File: src/rtl/xbr_pkg.sv
`default_nettype none
package xbr_pkg;

   localparam int unsigned AddrWidth  = 64;
   localparam int unsigned DispWidth  = 32;
   localparam int unsigned MaxBytes   = 12;
   localparam int unsigned BufWidth   = 8 * MaxBytes;

   localparam logic [3:0] LEN_NONE  = 4'd0;
   localparam logic [3:0] LEN_REL8  = 4'd2;
   localparam logic [3:0] LEN_REL32 = 4'd5;
   localparam logic [3:0] LEN_ABS   = 4'd12;

   localparam logic [7:0] OP_REX_W     = 8'h48;
   localparam logic [7:0] OP_MOV_RAX   = 8'hB8;
   localparam logic [7:0] OP_GRP5      = 8'hFF;
   localparam logic [7:0] MODRM_JMP_AX = 8'hE0;
   localparam logic [7:0] MODRM_CALL_AX = 8'hD0;
   localparam logic [7:0] OP_JMP_REL32 = 8'hE9;
   localparam logic [7:0] OP_CALL_REL32 = 8'hE8;
   localparam logic [7:0] OP_JMP_REL8  = 8'hEB;

   typedef enum logic [2:0] {
      STATUS_OK         = 3'd0,
      STATUS_NULL       = 3'd1,
      STATUS_TOO_FAR    = 3'd2,
      STATUS_NO_SPACE   = 3'd3,
      STATUS_SHORT_CALL = 3'd4
   } status_type;

   // Request after the offset stage, handed to the byte emitter.
   typedef struct packed {
      logic [AddrWidth-1:0] abs_addr;
      logic [AddrWidth-1:0] offset;
      logic                 is_null;
      logic                 is_call;
      logic                 size_only;
      logic [7:0]           buffer_space;
   } xbr_s3_type;

endpackage
`default_nettype wire

File: src/rtl/xbr_emit.sv
`default_nettype none
module xbr_emit (
   input  wire logic               clock,
   input  wire logic               reset,
   input  wire logic               long_mode,
   input  wire logic               in_valid,
   output logic                    in_stall,
   input  wire xbr_pkg::xbr_s3_type in_req,
   output logic                    rsp_valid,
   input  wire logic               rsp_stall,
   output logic [7:0]              rsp_out_byte,
   output logic                    rsp_byte_valid,
   output logic                    rsp_last,
   output logic [2:0]              rsp_status,
   output logic [3:0]              rsp_encoded_length
);
   import xbr_pkg::*;

   logic [BufWidth-1:0]  buf_ff, buf_in;
   logic [3:0]           remain_ff, remain_in;
   logic                 bvalid_ff, bvalid_in;
   status_type           status_ff, status_in;
   logic [3:0]           len_ff, len_in;
   logic                 valid_ff, valid_in;

   logic [AddrWidth-1:0] off8;
   logic [AddrWidth-1:0] off32;
   logic                 far;
   logic                 fits8;
   logic [3:0]           need_len;
   logic                 accept_out;
   logic                 is_last;
   logic                 load;

   assign is_last    = (remain_ff == 4'd1);
   assign accept_out = valid_ff && !rsp_stall;
   assign load       = in_valid && (!valid_ff || (accept_out && is_last));
   assign in_stall   = valid_ff && !(accept_out && is_last);

   // Offsets measured from the end of the new instruction.
   assign off8  = in_req.offset - AddrWidth'(2);
   assign off32 = in_req.offset - AddrWidth'(5);
   assign far   = !((&off32[AddrWidth-1:31]) || !(|off32[AddrWidth-1:31]));
   assign fits8 = (&off8[AddrWidth-1:7]) || !(|off8[AddrWidth-1:7]);

   always_comb begin
      if (far) begin
         need_len = LEN_ABS;
      end else if (!fits8) begin
         need_len = LEN_REL32;
      end else begin
         need_len = LEN_REL8;
      end
   end

   always_comb begin
      buf_in    = buf_ff;
      remain_in = remain_ff;
      bvalid_in = bvalid_ff;
      status_in = status_ff;
      len_in    = len_ff;
      valid_in  = valid_ff;
      if (load) begin
         valid_in  = 1'b1;
         buf_in    = '0;
         remain_in = 4'd1;
         bvalid_in = 1'b0;
         len_in    = need_len;
         status_in = STATUS_OK;
         if (in_req.is_null) begin
            status_in = STATUS_NULL;
            len_in    = LEN_NONE;
         end else if (far && !long_mode) begin
            status_in = STATUS_TOO_FAR;
            len_in    = LEN_NONE;
         end else if (in_req.size_only) begin
            status_in = STATUS_OK;
         end else if ({4'd0, need_len} > in_req.buffer_space) begin
            status_in = STATUS_NO_SPACE;
         end else if (need_len == LEN_REL8 && in_req.is_call) begin
            status_in = STATUS_SHORT_CALL;
         end else begin
            bvalid_in = 1'b1;
            remain_in = need_len;
            if (need_len == LEN_ABS) begin
               buf_in = {in_req.is_call ? MODRM_CALL_AX : MODRM_JMP_AX, OP_GRP5,
                         in_req.abs_addr, OP_MOV_RAX, OP_REX_W};
            end else if (need_len == LEN_REL32) begin
               buf_in = {56'd0, off32[31:0],
                         in_req.is_call ? OP_CALL_REL32 : OP_JMP_REL32};
            end else begin
               buf_in = {80'd0, off8[7:0], OP_JMP_REL8};
            end
         end
      end else if (accept_out) begin
         if (is_last) begin
            valid_in = 1'b0;
         end else begin
            // advance to the next byte of this request
            buf_in    = {8'd0, buf_ff[BufWidth-1:8]};
            remain_in = remain_ff - 4'd1;
         end
      end
   end

   always_ff @(posedge clock) begin
      if (reset) begin
         valid_ff <= 1'b0;
      end else begin
         valid_ff <= valid_in;
      end
      buf_ff    <= buf_in;
      remain_ff <= remain_in;
      bvalid_ff <= bvalid_in;
      status_ff <= status_in;
      len_ff    <= len_in;
   end

   assign rsp_valid          = valid_ff;
   assign rsp_out_byte       = buf_ff[7:0];
   assign rsp_byte_valid     = bvalid_ff;
   assign rsp_last           = is_last;
   assign rsp_status         = status_ff;
   assign rsp_encoded_length = len_ff;

endmodule
`default_nettype wire

File: src/rtl/x86_branch_relocator.sv
`default_nettype none
// Relocates one decoded relative jmp or call per request. A request passes an
// input register, a target adder and an offset subtractor, then the byte
// emitter, which registers its results. Requests enter every cycle unless
// req_stall holds them; a request that ends in a status or a size report gives
// a single result, while an emitted encoding gives 2, 5 or 12 byte results,
// one per cycle from the emitter's output register while rsp_stall is low, and
// holds the pipeline behind it until its last byte is taken. csr_write_data
// sets long mode (reset 1), which enables the 12-byte absolute form.
module x86_branch_relocator (
   input  wire logic        clock,
   input  wire logic        reset,
   input  wire logic        csr_write_enable,
   input  wire logic        csr_write_data,
   input  wire logic        req_valid,
   output logic             req_stall,
   input  wire logic [63:0] req_source_address,
   input  wire logic [63:0] req_target_address,
   input  wire logic [3:0]  req_insn_length,
   input  wire logic signed [31:0] req_branch_displacement,
   input  wire logic        req_is_call,
   input  wire logic        req_size_only,
   input  wire logic [7:0]  req_buffer_space,
   output logic             rsp_valid,
   input  wire logic        rsp_stall,
   output logic [7:0]       rsp_out_byte,
   output logic             rsp_byte_valid,
   output logic             rsp_last,
   output logic [2:0]       rsp_status,
   output logic [3:0]       rsp_encoded_length
);
   import xbr_pkg::*;

   logic                 long_mode_ff;

   logic                 s1_valid_ff;
   logic [AddrWidth-1:0] s1_src_ff;
   logic [AddrWidth-1:0] s1_dst_ff;
   logic [3:0]           s1_ilen_ff;
   logic [DispWidth-1:0] s1_disp_ff;
   logic                 s1_call_ff;
   logic                 s1_size_ff;
   logic [7:0]           s1_space_ff;

   logic                 s2_valid_ff;
   logic [AddrWidth-1:0] s2_abs_ff, s2_abs_in;
   logic [AddrWidth-1:0] s2_dst_ff;
   logic                 s2_call_ff;
   logic                 s2_size_ff;
   logic [7:0]           s2_space_ff;

   logic                 s3_valid_ff;
   xbr_s3_type           s3_ff, s3_in;

   logic                 emit_stall;
   logic                 s3_open;
   logic                 s2_open;
   logic                 s1_open;

   // A stage takes new data when empty or when its content moves on.
   assign s3_open   = !s3_valid_ff || !emit_stall;
   assign s2_open   = !s2_valid_ff || s3_open;
   assign s1_open   = !s1_valid_ff || s2_open;
   assign req_stall = !s1_open;

   assign s2_abs_in = s1_src_ff
                    + {{(AddrWidth-DispWidth){s1_disp_ff[DispWidth-1]}}, s1_disp_ff}
                    + {{(AddrWidth-4){1'b0}}, s1_ilen_ff};

   always_comb begin
      s3_in.abs_addr     = s2_abs_ff;
      s3_in.offset       = s2_abs_ff - s2_dst_ff;
      s3_in.is_null      = (s2_abs_ff == '0);
      s3_in.is_call      = s2_call_ff;
      s3_in.size_only    = s2_size_ff;
      s3_in.buffer_space = s2_space_ff;
   end

   always_ff @(posedge clock) begin
      if (reset) begin
         long_mode_ff <= 1'b1;
         s1_valid_ff  <= 1'b0;
         s2_valid_ff  <= 1'b0;
         s3_valid_ff  <= 1'b0;
      end else begin
         if (csr_write_enable) begin
            long_mode_ff <= csr_write_data;
         end
         if (s1_open) begin
            s1_valid_ff <= req_valid;
         end
         if (s2_open) begin
            s2_valid_ff <= s1_valid_ff;
         end
         if (s3_open) begin
            s3_valid_ff <= s2_valid_ff;
         end
      end
   end

   always_ff @(posedge clock) begin
      if (s1_open) begin
         s1_src_ff   <= req_source_address;
         s1_dst_ff   <= req_target_address;
         s1_ilen_ff  <= req_insn_length;
         s1_disp_ff  <= req_branch_displacement;
         s1_call_ff  <= req_is_call;
         s1_size_ff  <= req_size_only;
         s1_space_ff <= req_buffer_space;
      end
      if (s2_open) begin
         s2_abs_ff   <= s2_abs_in;
         s2_dst_ff   <= s1_dst_ff;
         s2_call_ff  <= s1_call_ff;
         s2_size_ff  <= s1_size_ff;
         s2_space_ff <= s1_space_ff;
      end
      if (s3_open) begin
         s3_ff <= s3_in;
      end
   end

   xbr_emit u_emit (
      .clock              (clock),
      .reset              (reset),
      .long_mode          (long_mode_ff),
      .in_valid           (s3_valid_ff),
      .in_stall           (emit_stall),
      .in_req             (s3_ff),
      .rsp_valid          (rsp_valid),
      .rsp_stall          (rsp_stall),
      .rsp_out_byte       (rsp_out_byte),
      .rsp_byte_valid     (rsp_byte_valid),
      .rsp_last           (rsp_last),
      .rsp_status         (rsp_status),
      .rsp_encoded_length (rsp_encoded_length)
   );

endmodule
`default_nettype wire

File: config.mk
export PLATFORM = sky130hd
export DESIGN_NAME = x86_branch_relocator
export DESIGN_NICKNAME = d
export VERILOG_FILES = /design/src/rtl/xbr_pkg.sv /design/src/rtl/xbr_emit.sv /design/src/rtl/x86_branch_relocator.sv
export SDC_FILE = /design/constraint.sdc
export NUM_CORES = 1
export LEC_CHECK = 0
export ABC_CLOCK_PERIOD_IN_PS = 15240
export BUFFER_PORTS_ARGS = -buffer_cell sky130_fd_sc_hd__clkbuf_2
export CELL_PAD_IN_SITES_DETAIL_PLACEMENT = 1
export CELL_PAD_IN_SITES_GLOBAL_PLACEMENT = 2
export CORE_ASPECT_RATIO = 1.75
export CORE_MARGIN = 5
export CORE_UTILIZATION = 45
export CTS_CLUSTER_SIZE = 40
export DETAILED_ROUTE_END_ITERATION = 10
export MAX_ROUTING_LAYER = met4
export PLACE_DENSITY_LB_ADDON = 0.1
export SLEW_MARGIN = 30
export SYNTH_ARGS = -nofsm -noshare
export SYNTH_HDL_FRONTEND = slang
export SYNTH_SLANG_ARGS = --single-unit
File: constraint.sdc
create_clock -name clock -period 15.24 [get_ports clock]
set_clock_uncertainty 0.15 [all_clocks]
set_input_delay 1.524 -clock clock [delete_from_list [all_inputs] [get_ports clock]]
set_output_delay 1.524 -clock clock [all_outputs]
set_load 0.01 [all_outputs]
==> results_dict.tcl, run 1 <==
set metrics [dict create \
    grt_max_degree 109 \
    ys_seq_area_frac 0.558 \
    setup-tns-final_ps 0 \
    p_seq_frac 0.477 \
    crit_path_top_delay_cell "nor4_1" \
    wl_per_cell_um 25.3 \
    outcome "finished clean" \
    swShare 0.358 \
    slew_headroom 0.189 \
    via_per_inst 5.77 \
    hold_buffers 0 \
    place_congestion 0.988 \
    synth.distinct_cells 79 \
    p_clk_frac 0.263 \
    num_rows 124 \
    synth_edf_count 549 \
    ir_drop_mv 0.0985 \
    post-cts-setup-buffers 0 \
    grt_pass1_wl_mm 136 \
    power_switching_mw 1.83 \
    slowest_delay_ps 920 \
    fin_crit_sh 0.508 \
    fin_ws_ps 7500 \
    crit_arrival_ps 8070 \
    reg2reg_from "s3_ff[36]" \
    power_leakage_nw 13.3 \
    start_util 0.454 \
    grt_usage 0.259 \
    cts_max_path_buffers 3 \
    drtIter0Drc 1029 \
    startpoint_type "flip-flop" \
    synthesis.nets 2869 \
    async_flop_share 0 \
    antenna_found_initial 0 \
    finalSetupViolations 0 \
    syn_to_final_growth_pct 11.9 \
    ys_ff_latch 554 \
    drive_above_1_share 0.132 \
    path_clk_slew_ps 60 \
    synth.avg_cell_area_um2 11.9 \
    worstSetupEndpointType "flip-flop" \
    drtPass1Iterations 5 \
    synth_area_um2 29700 \
    ys_warn_count 0 \
    worstPathRequired_ps 15580 \
    hp-class "reg2reg" \
    rrSetupSlack_ps 7500 \
    crit_chain "nor4_4 -> nand4_1 -> nor4_1 -> nor2b_1 -> xnor2_1 -> or4bb_1 -> nor4_1 -> a32oi_4 -> nand2b_1 -> buf_4 -> ha_1 -> nor2b_1 -> o21a_1 -> o21a_1 -> o211ai_1 -> nor3b_1 -> and2_1 -> and3_4 -> and2_4 -> a22o_1" \
    nFillCells 6916 \
    p_per_area_nw_per_um2 153 \
    clk_latency_ps 630 \
    pwr-share-comb 0.260 \
    dpl.hpwl_mm 70.3 \
    vias 20600 \
    grt_overflow 0 \
    whs_path_depth 0 \
    die_w_um 204 \
    ios 199 \
    portBuffers 198 \
    root_buffer "clkbuf_16" \
    r2r_cells 20 \
    fmax_mhz 129 \
    postRouteWirelength_mm 90.3 \
    tightestPinTransition_ps 1210 \
    final_nets 3027 \
    internal-power_mw 3.27 \
    dieHeight_um 350 \
    clkSinkCount 554 \
    min_period_ps 7740 \
    pre_cts_slack_ps 7500 \
    numCtsBuffers 53 \
    synth_cells 2489 \
    postRouteAntennaNets 0 \
    worst_r2r_endpoint "u_emit.buf_ff[75]" \
    cts_tree "built" \
    hold_viol 0 \
    min_to "s2_dst_ff[43]" \
    drv_slew 0 \
    fp.coreArea_um2 65500 \
    ys.flop_type "edfxtp_1" \
    hp-start "s1_dst_ff[43]" \
    cap_violations 0 \
    h-tree-depth 2 \
    die_area_um2 71500 \
    rsz0062_at_grt "no" \
    worstSetupPathType "reg2reg" \
    drcViolationCount 0 \
    crit_fanout 48 \
    grt_pass1_vias 22200 \
    cts_resized 0 \
]
logic make-up after synthesis:
family | synth area share
AOI/OAI and AO/OA | 0.121
and+or+nand+nor | 0.135
xor gates and xnor gates | 0.0633
muxes | 0.00316
adders and majority gates | 0.0857
buffers and inverters | 0.0340
DFF | 0.558
cell usage after synthesis (all sizes together) (6+ instances only):
master  count  area share
nand4      53       0.011
a21o       96       0.024
and2       17      0.0037
nor3       68       0.012
or4        22      0.0059
o21ai      99       0.017
o31ai      10      0.0025
fa          6      0.0040
o21a       26      0.0066
buf        42      0.0095
nor4       82       0.022
clkbuf     74      0.0094
and3       24      0.0052
a22o       41       0.012
a21boi      8      0.0020
a31oi      31      0.0065
a31o        6      0.0018
nor2b      30      0.0063
and4       13      0.0038
nand2b     27      0.0057
o21bai     20      0.0050
ha        194       0.082
xor2       89       0.026
nand2     143       0.018
a21oi     153       0.026
nor2      141       0.018
mux2i       6      0.0020
a221o       9      0.0030
or3        17      0.0036
inv       120       0.015
nand3      48      0.0081
xnor2     126       0.037
a211oi      9      0.0023
nor3b       8      0.0020
edfxtp    549        0.55
nand3b      8      0.0020
cell type report:
cell class,instances,area (um2),area share
Clock inverter,40,409,0.0123
Clock buffer,57,1340,0.0403
Antenna cell,1,2.50,0.0000752
Inverter,120,450,0.0135
Tap cell,882,1100,0.0332
Timing Repair Buffer,219,1170,0.0351
Multi-Input combinational cell,1699,12200,0.367
Sequential cell,554,16600,0.499
critical path, delay by kind of cell (launching register included):
family,cells,cell delay (ps)
compound gates,5,1060
xor+xnor,1,140
fa+ha+maj,1,220
buf+inv,1,320
flops,1,570
simple gates,12,5060
sequential cells by signal, indices dropped and copies added, names as in the netlist:
signal,cells
s1_dst_ff,64
s1_size_ff,1
long_mode_ff,1
s1_src_ff,64
s1_disp_ff,32
s2_valid_ff,1
u_emit.rsp_status,3
s1_space_ff,8
s1_valid_ff,1
s1_call_ff,1
s2_size_ff,1
u_emit.buf_ff,86
s2_call_ff,1
u_emit.rsp_byte_valid,1
s3_valid_ff,1
s1_ilen_ff,4
s3_ff,139
u_emit.rsp_encoded_length,4
u_emit.remain_ff,4
s2_abs_ff,64
s2_space_ff,8
u_emit.rsp_valid,1
s2_dst_ff,64
per-layer routing:
layer / up-vias / share of wire / track usage
met2: 467 / 0.55 / 0.480
met1: 10300 / 0.37 / 0.275
met4: 0 / 0.057 / 0.124
met3: 184 / 0.028 / 0.0260
met5: - / 0 / -
li1: 9702 / - / -
through the flow:
stage | power [mW] | instances | utilization | hold slack, ps | area (um2)
final | 5.10 | 3572 | 0.508 | 267 | 33300
after global routing | 5.35 | 3571 | 0.508 | 272 | 33300
after CTS | 5.13 | 3571 | 0.508 | 271 | 33300
after detailed placement | 3.77 | 3474 | 0.481 | 255 | 31500
after global placement | 3.75 | 3473 | 0.481 | 251 | 31500
after floorplan | 3.19 | 2489 | - | 250 | 29700
layout by cell type (no fill, tap or decap), types with 10 or more instances in the layout:
cell type  instances
edfxtp_1         549
clkbuf_2         198
ha_1             194
a21oi_1          151
nand2_1          141
nor2_1           140
xnor2_1          126
inv_1            120
o21ai_0           98
a21o_1            96
xor2_1            89
nor3_1            65
nor4_1            65
clkbuf_16         53
nand4_1           52
nand3_1           46
a22o_1            41
a31oi_1           31
nor2b_1           30
nand2b_1          26
o21a_1            26
and3_1            23
o21bai_1          20
or4_1             19
buf_4             19
or3_1             17
and2_1            16
and4_1            13
nor4_2            11
o31ai_1           10
clkinv_2          10
worst max path at each step:
stage / startpoint / to / slack (ps) / cells after the start
global route: s3_ff[36] / u_emit.buf_ff[75] / 7120 / 20
finish: s3_ff[36] / u_emit.buf_ff[75] / 7500 / 20
CTS: s3_ff[36] / u_emit.buf_ff[29] / 7450 / 19
floorplan: rsp_stall / req_stall / 5780 / 3
detailed placement: s3_ff[36] / u_emit.buf_ff[26] / 7500 / 19
global placement: s3_ff[16] / u_emit.buf_ff[13] / 7700 / 19
power groups by stage:
stage / registers [mW] / logic, mW / clock network [mW]
final: 2.43 / 1.33 / 1.34
after global routing: 2.45 / 1.45 / 1.45
after CTS: 2.43 / 1.33 / 1.38
after detailed placement: 2.46 / 1.32 / 0
after global placement: 2.45 / 1.30 / 0
after floorplan: 2.10 / 1.08 / 0
No activity file was read; power rests on OpenSTA's default activity.
==> inputs of run 2 (changes only) <==
--- a/config.mk
+++ b/config.mk
@@ -5,13 +5,13 @@
 export SDC_FILE = /design/constraint.sdc
 export NUM_CORES = 1
 export LEC_CHECK = 0
-export ABC_CLOCK_PERIOD_IN_PS = 15240
+export ABC_CLOCK_PERIOD_IN_PS = 7340
 export BUFFER_PORTS_ARGS = -buffer_cell sky130_fd_sc_hd__clkbuf_2
 export CELL_PAD_IN_SITES_DETAIL_PLACEMENT = 1
 export CELL_PAD_IN_SITES_GLOBAL_PLACEMENT = 2
 export CORE_ASPECT_RATIO = 1.75
 export CORE_MARGIN = 5
-export CORE_UTILIZATION = 45
+export CORE_UTILIZATION = 42
 export CTS_CLUSTER_SIZE = 40
 export DETAILED_ROUTE_END_ITERATION = 10
 export MAX_ROUTING_LAYER = met4
==> constraint.sdc (replaced) <==
create_clock -name clock -period 7.34 [get_ports clock]
set_clock_uncertainty 0.15 [all_clocks]
set_input_delay 0.734 -clock clock [delete_from_list [all_inputs] [get_ports clock]]
set_output_delay 0.734 -clock clock [all_outputs]
set_load 0.01 [all_outputs]
==> results_dict.tcl, run 2 (synthesis gave the netlist of run 1 again) <==
set metrics [dict create \
    place_congestion 0.927 \
    fin_area_um2 33700 \
    hold_buffers 0 \
    grt_pass1_wl_mm 138 \
    syn_to_final_growth_pct 13.2 \
    die_area_um2 76400 \
    nFillCells 7429 \
    fmax_mhz 150 \
    rsz0062_at_grt "no" \
    final_nets 3069 \
    worstSetupEndpointType "flip-flop" \
    multi_input_area_um2 12200 \
    reg2reg_from "s3_ff[43]" \
    placed_area_um2 31900 \
    finalPower_mw 10.6 \
    grt_usage 0.243 \
    fp.coreArea_um2 70500 \
    placed_cells 3552 \
    cts_tree "built" \
    endpoint "u_emit.buf_ff[69]" \
    grt_pass1_vias 22300 \
    hp-class "in2reg" \
    power_leakage_nw 13.5 \
    start_util 0.422 \
    numCtsBuffers 52 \
    p_per_area_nw_per_um2 314 \
    tightestPinTransition_ps 996 \
    path_clk_slew_ps 70 \
    startpoint_type "flip-flop" \
    ios 199 \
    finalSetupViolations 0 \
    wl_per_cell_um 25.0 \
    ir_drop_mv 0.204 \
    crit_arrival_ps 7000 \
    postRouteWirelength_mm 91.2 \
    largest_reg_flops 139 \
    worstPathRequired_ps 7670 \
    cap_violations 0 \
    clk_latency_ps 640 \
    portBuffers 198 \
    pre_cts_slack_ps 710 \
    crit_path_top_delay_cell "xnor2_1" \
    slew_headroom 0.336 \
    grt_max_degree 103 \
    cts_resized 0 \
    postRouteAntennaNets 0 \
    crit_chain "or4_4 -> nor4_1 -> nand4_1 -> xnor2_1 -> nor2b_1 -> nand4_1 -> nor4_1 -> a21oi_2 -> buf_4 -> ha_1 -> o21a_1 -> o211ai_1 -> nor3b_1 -> and2_1 -> and3_4 -> and2_4 -> buf_12 -> a22o_1" \
    drv_slew 0 \
    fin_crit_sh 0.909 \
    cts_max_path_buffers 3 \
    drive_above_1_share 0.145 \
    diodes 0 \
    num_rows 129 \
    grt_overflow 0 \
    seqCellArea_um2 16600 \
    worstSetupStartpoint "s3_ff[43]" \
    whs_path_depth 1 \
    worst_r2r_endpoint "u_emit.buf_ff[69]" \
    top_register "s3_ff" \
    r2r_cells 18 \
    root_buffer "clkbuf_16" \
    dieHeight_um 362 \
    setup-tns-final_ps 0 \
    vias 20500 \
    hold-worst-slack_ps 118 \
    die_w_um 211 \
    drtPass1Iterations 4 \
    clkSinkCount 554 \
    top_regs "s3_ff: 139 flops, u_emit.buf_ff: 86 flops" \
    worstSetupPathType "reg2reg" \
    dpl.hpwl_mm 72.2 \
    drcViolationCount 0 \
    post-cts-setup-buffers 0 \
    slowest_delay_ps 720 \
    h-tree-depth 2 \
    fin_ws_ps 672 \
    via_per_inst 5.62 \
    mostFrequentLayoutCells "edfxtp_1 (549), clkbuf_2 (198), ha_1 (194)" \
    layout.cells.non_filler 3648 \
    rrSetupSlack_ps 670 \
    outcome "finished clean" \
    min_period_ps 6670 \
    crit_fanout 48 \
    drtIter0Drc 941 \
    hold_viol 0 \
    final_common_cell "edfxtp_1" \
    post-route-util 0.477 \
    antenna_found_initial 0 \
]
==> run 2: changes by cell type in the layout (fill, tap and decap cells not counted), sizes merged <==
cell,previous run,this run
clkinv,24,17
clkbuf,255,263
buf,21,64
diode,1,0
inv,126,125
clkinvlp,4,3
==> run 2: worst min path at each step <==
stage	startpoint	to	slack, ps
after floorplan	s1_call_ff	s2_call_ff	250
after global placement	s1_dst_ff[3]	s2_dst_ff[3]	250
after detailed placement	s2_space_ff[6]	s3_ff[6]	260
after CTS	req_target_address[6]	s1_dst_ff[6]	80
after global routing	req_target_address[4]	s1_dst_ff[4]	90
final	req_target_address[6]	s1_dst_ff[6]	120
==> run 2: worst max-delay path, delay by kind of cell (launching register included) <==
kind	cells	cell delay, ps
simple gates	10	3030
compound gates	4	920
xor+xnor	1	720
buf+inv	2	660
flops	1	600
fa+ha+maj	1	330
==> run 2: power breakdown <==
| part | switching [mW] | internal, mW | total [mW] |
|---|---|---|---|
| Sequential | 0.858 | 4.14 | 5.00 |
| Clock | 1.22 | 1.57 | 2.79 |
| Combinational | 1.64 | 1.15 | 2.79 |
==> run 2: layout make-up <==
class                   count  area share
flip-flops and latches    554       0.493
multi-input cells        1699       0.363
repair buffers            262      0.0451
clock buffers              65      0.0413
well taps                 917      0.0341
inverters                 120      0.0134
clock inverters            31      0.0105
==> run 2: layer usage <==
metal	vias to the layer above	GRT usage	share of wire
met5	-	-	0
met4	0	0.0941	0.044
met3	150	0.0246	0.026
met2	387	0.460	0.56
met1	10200	0.257	0.37
li1	9781	-	-
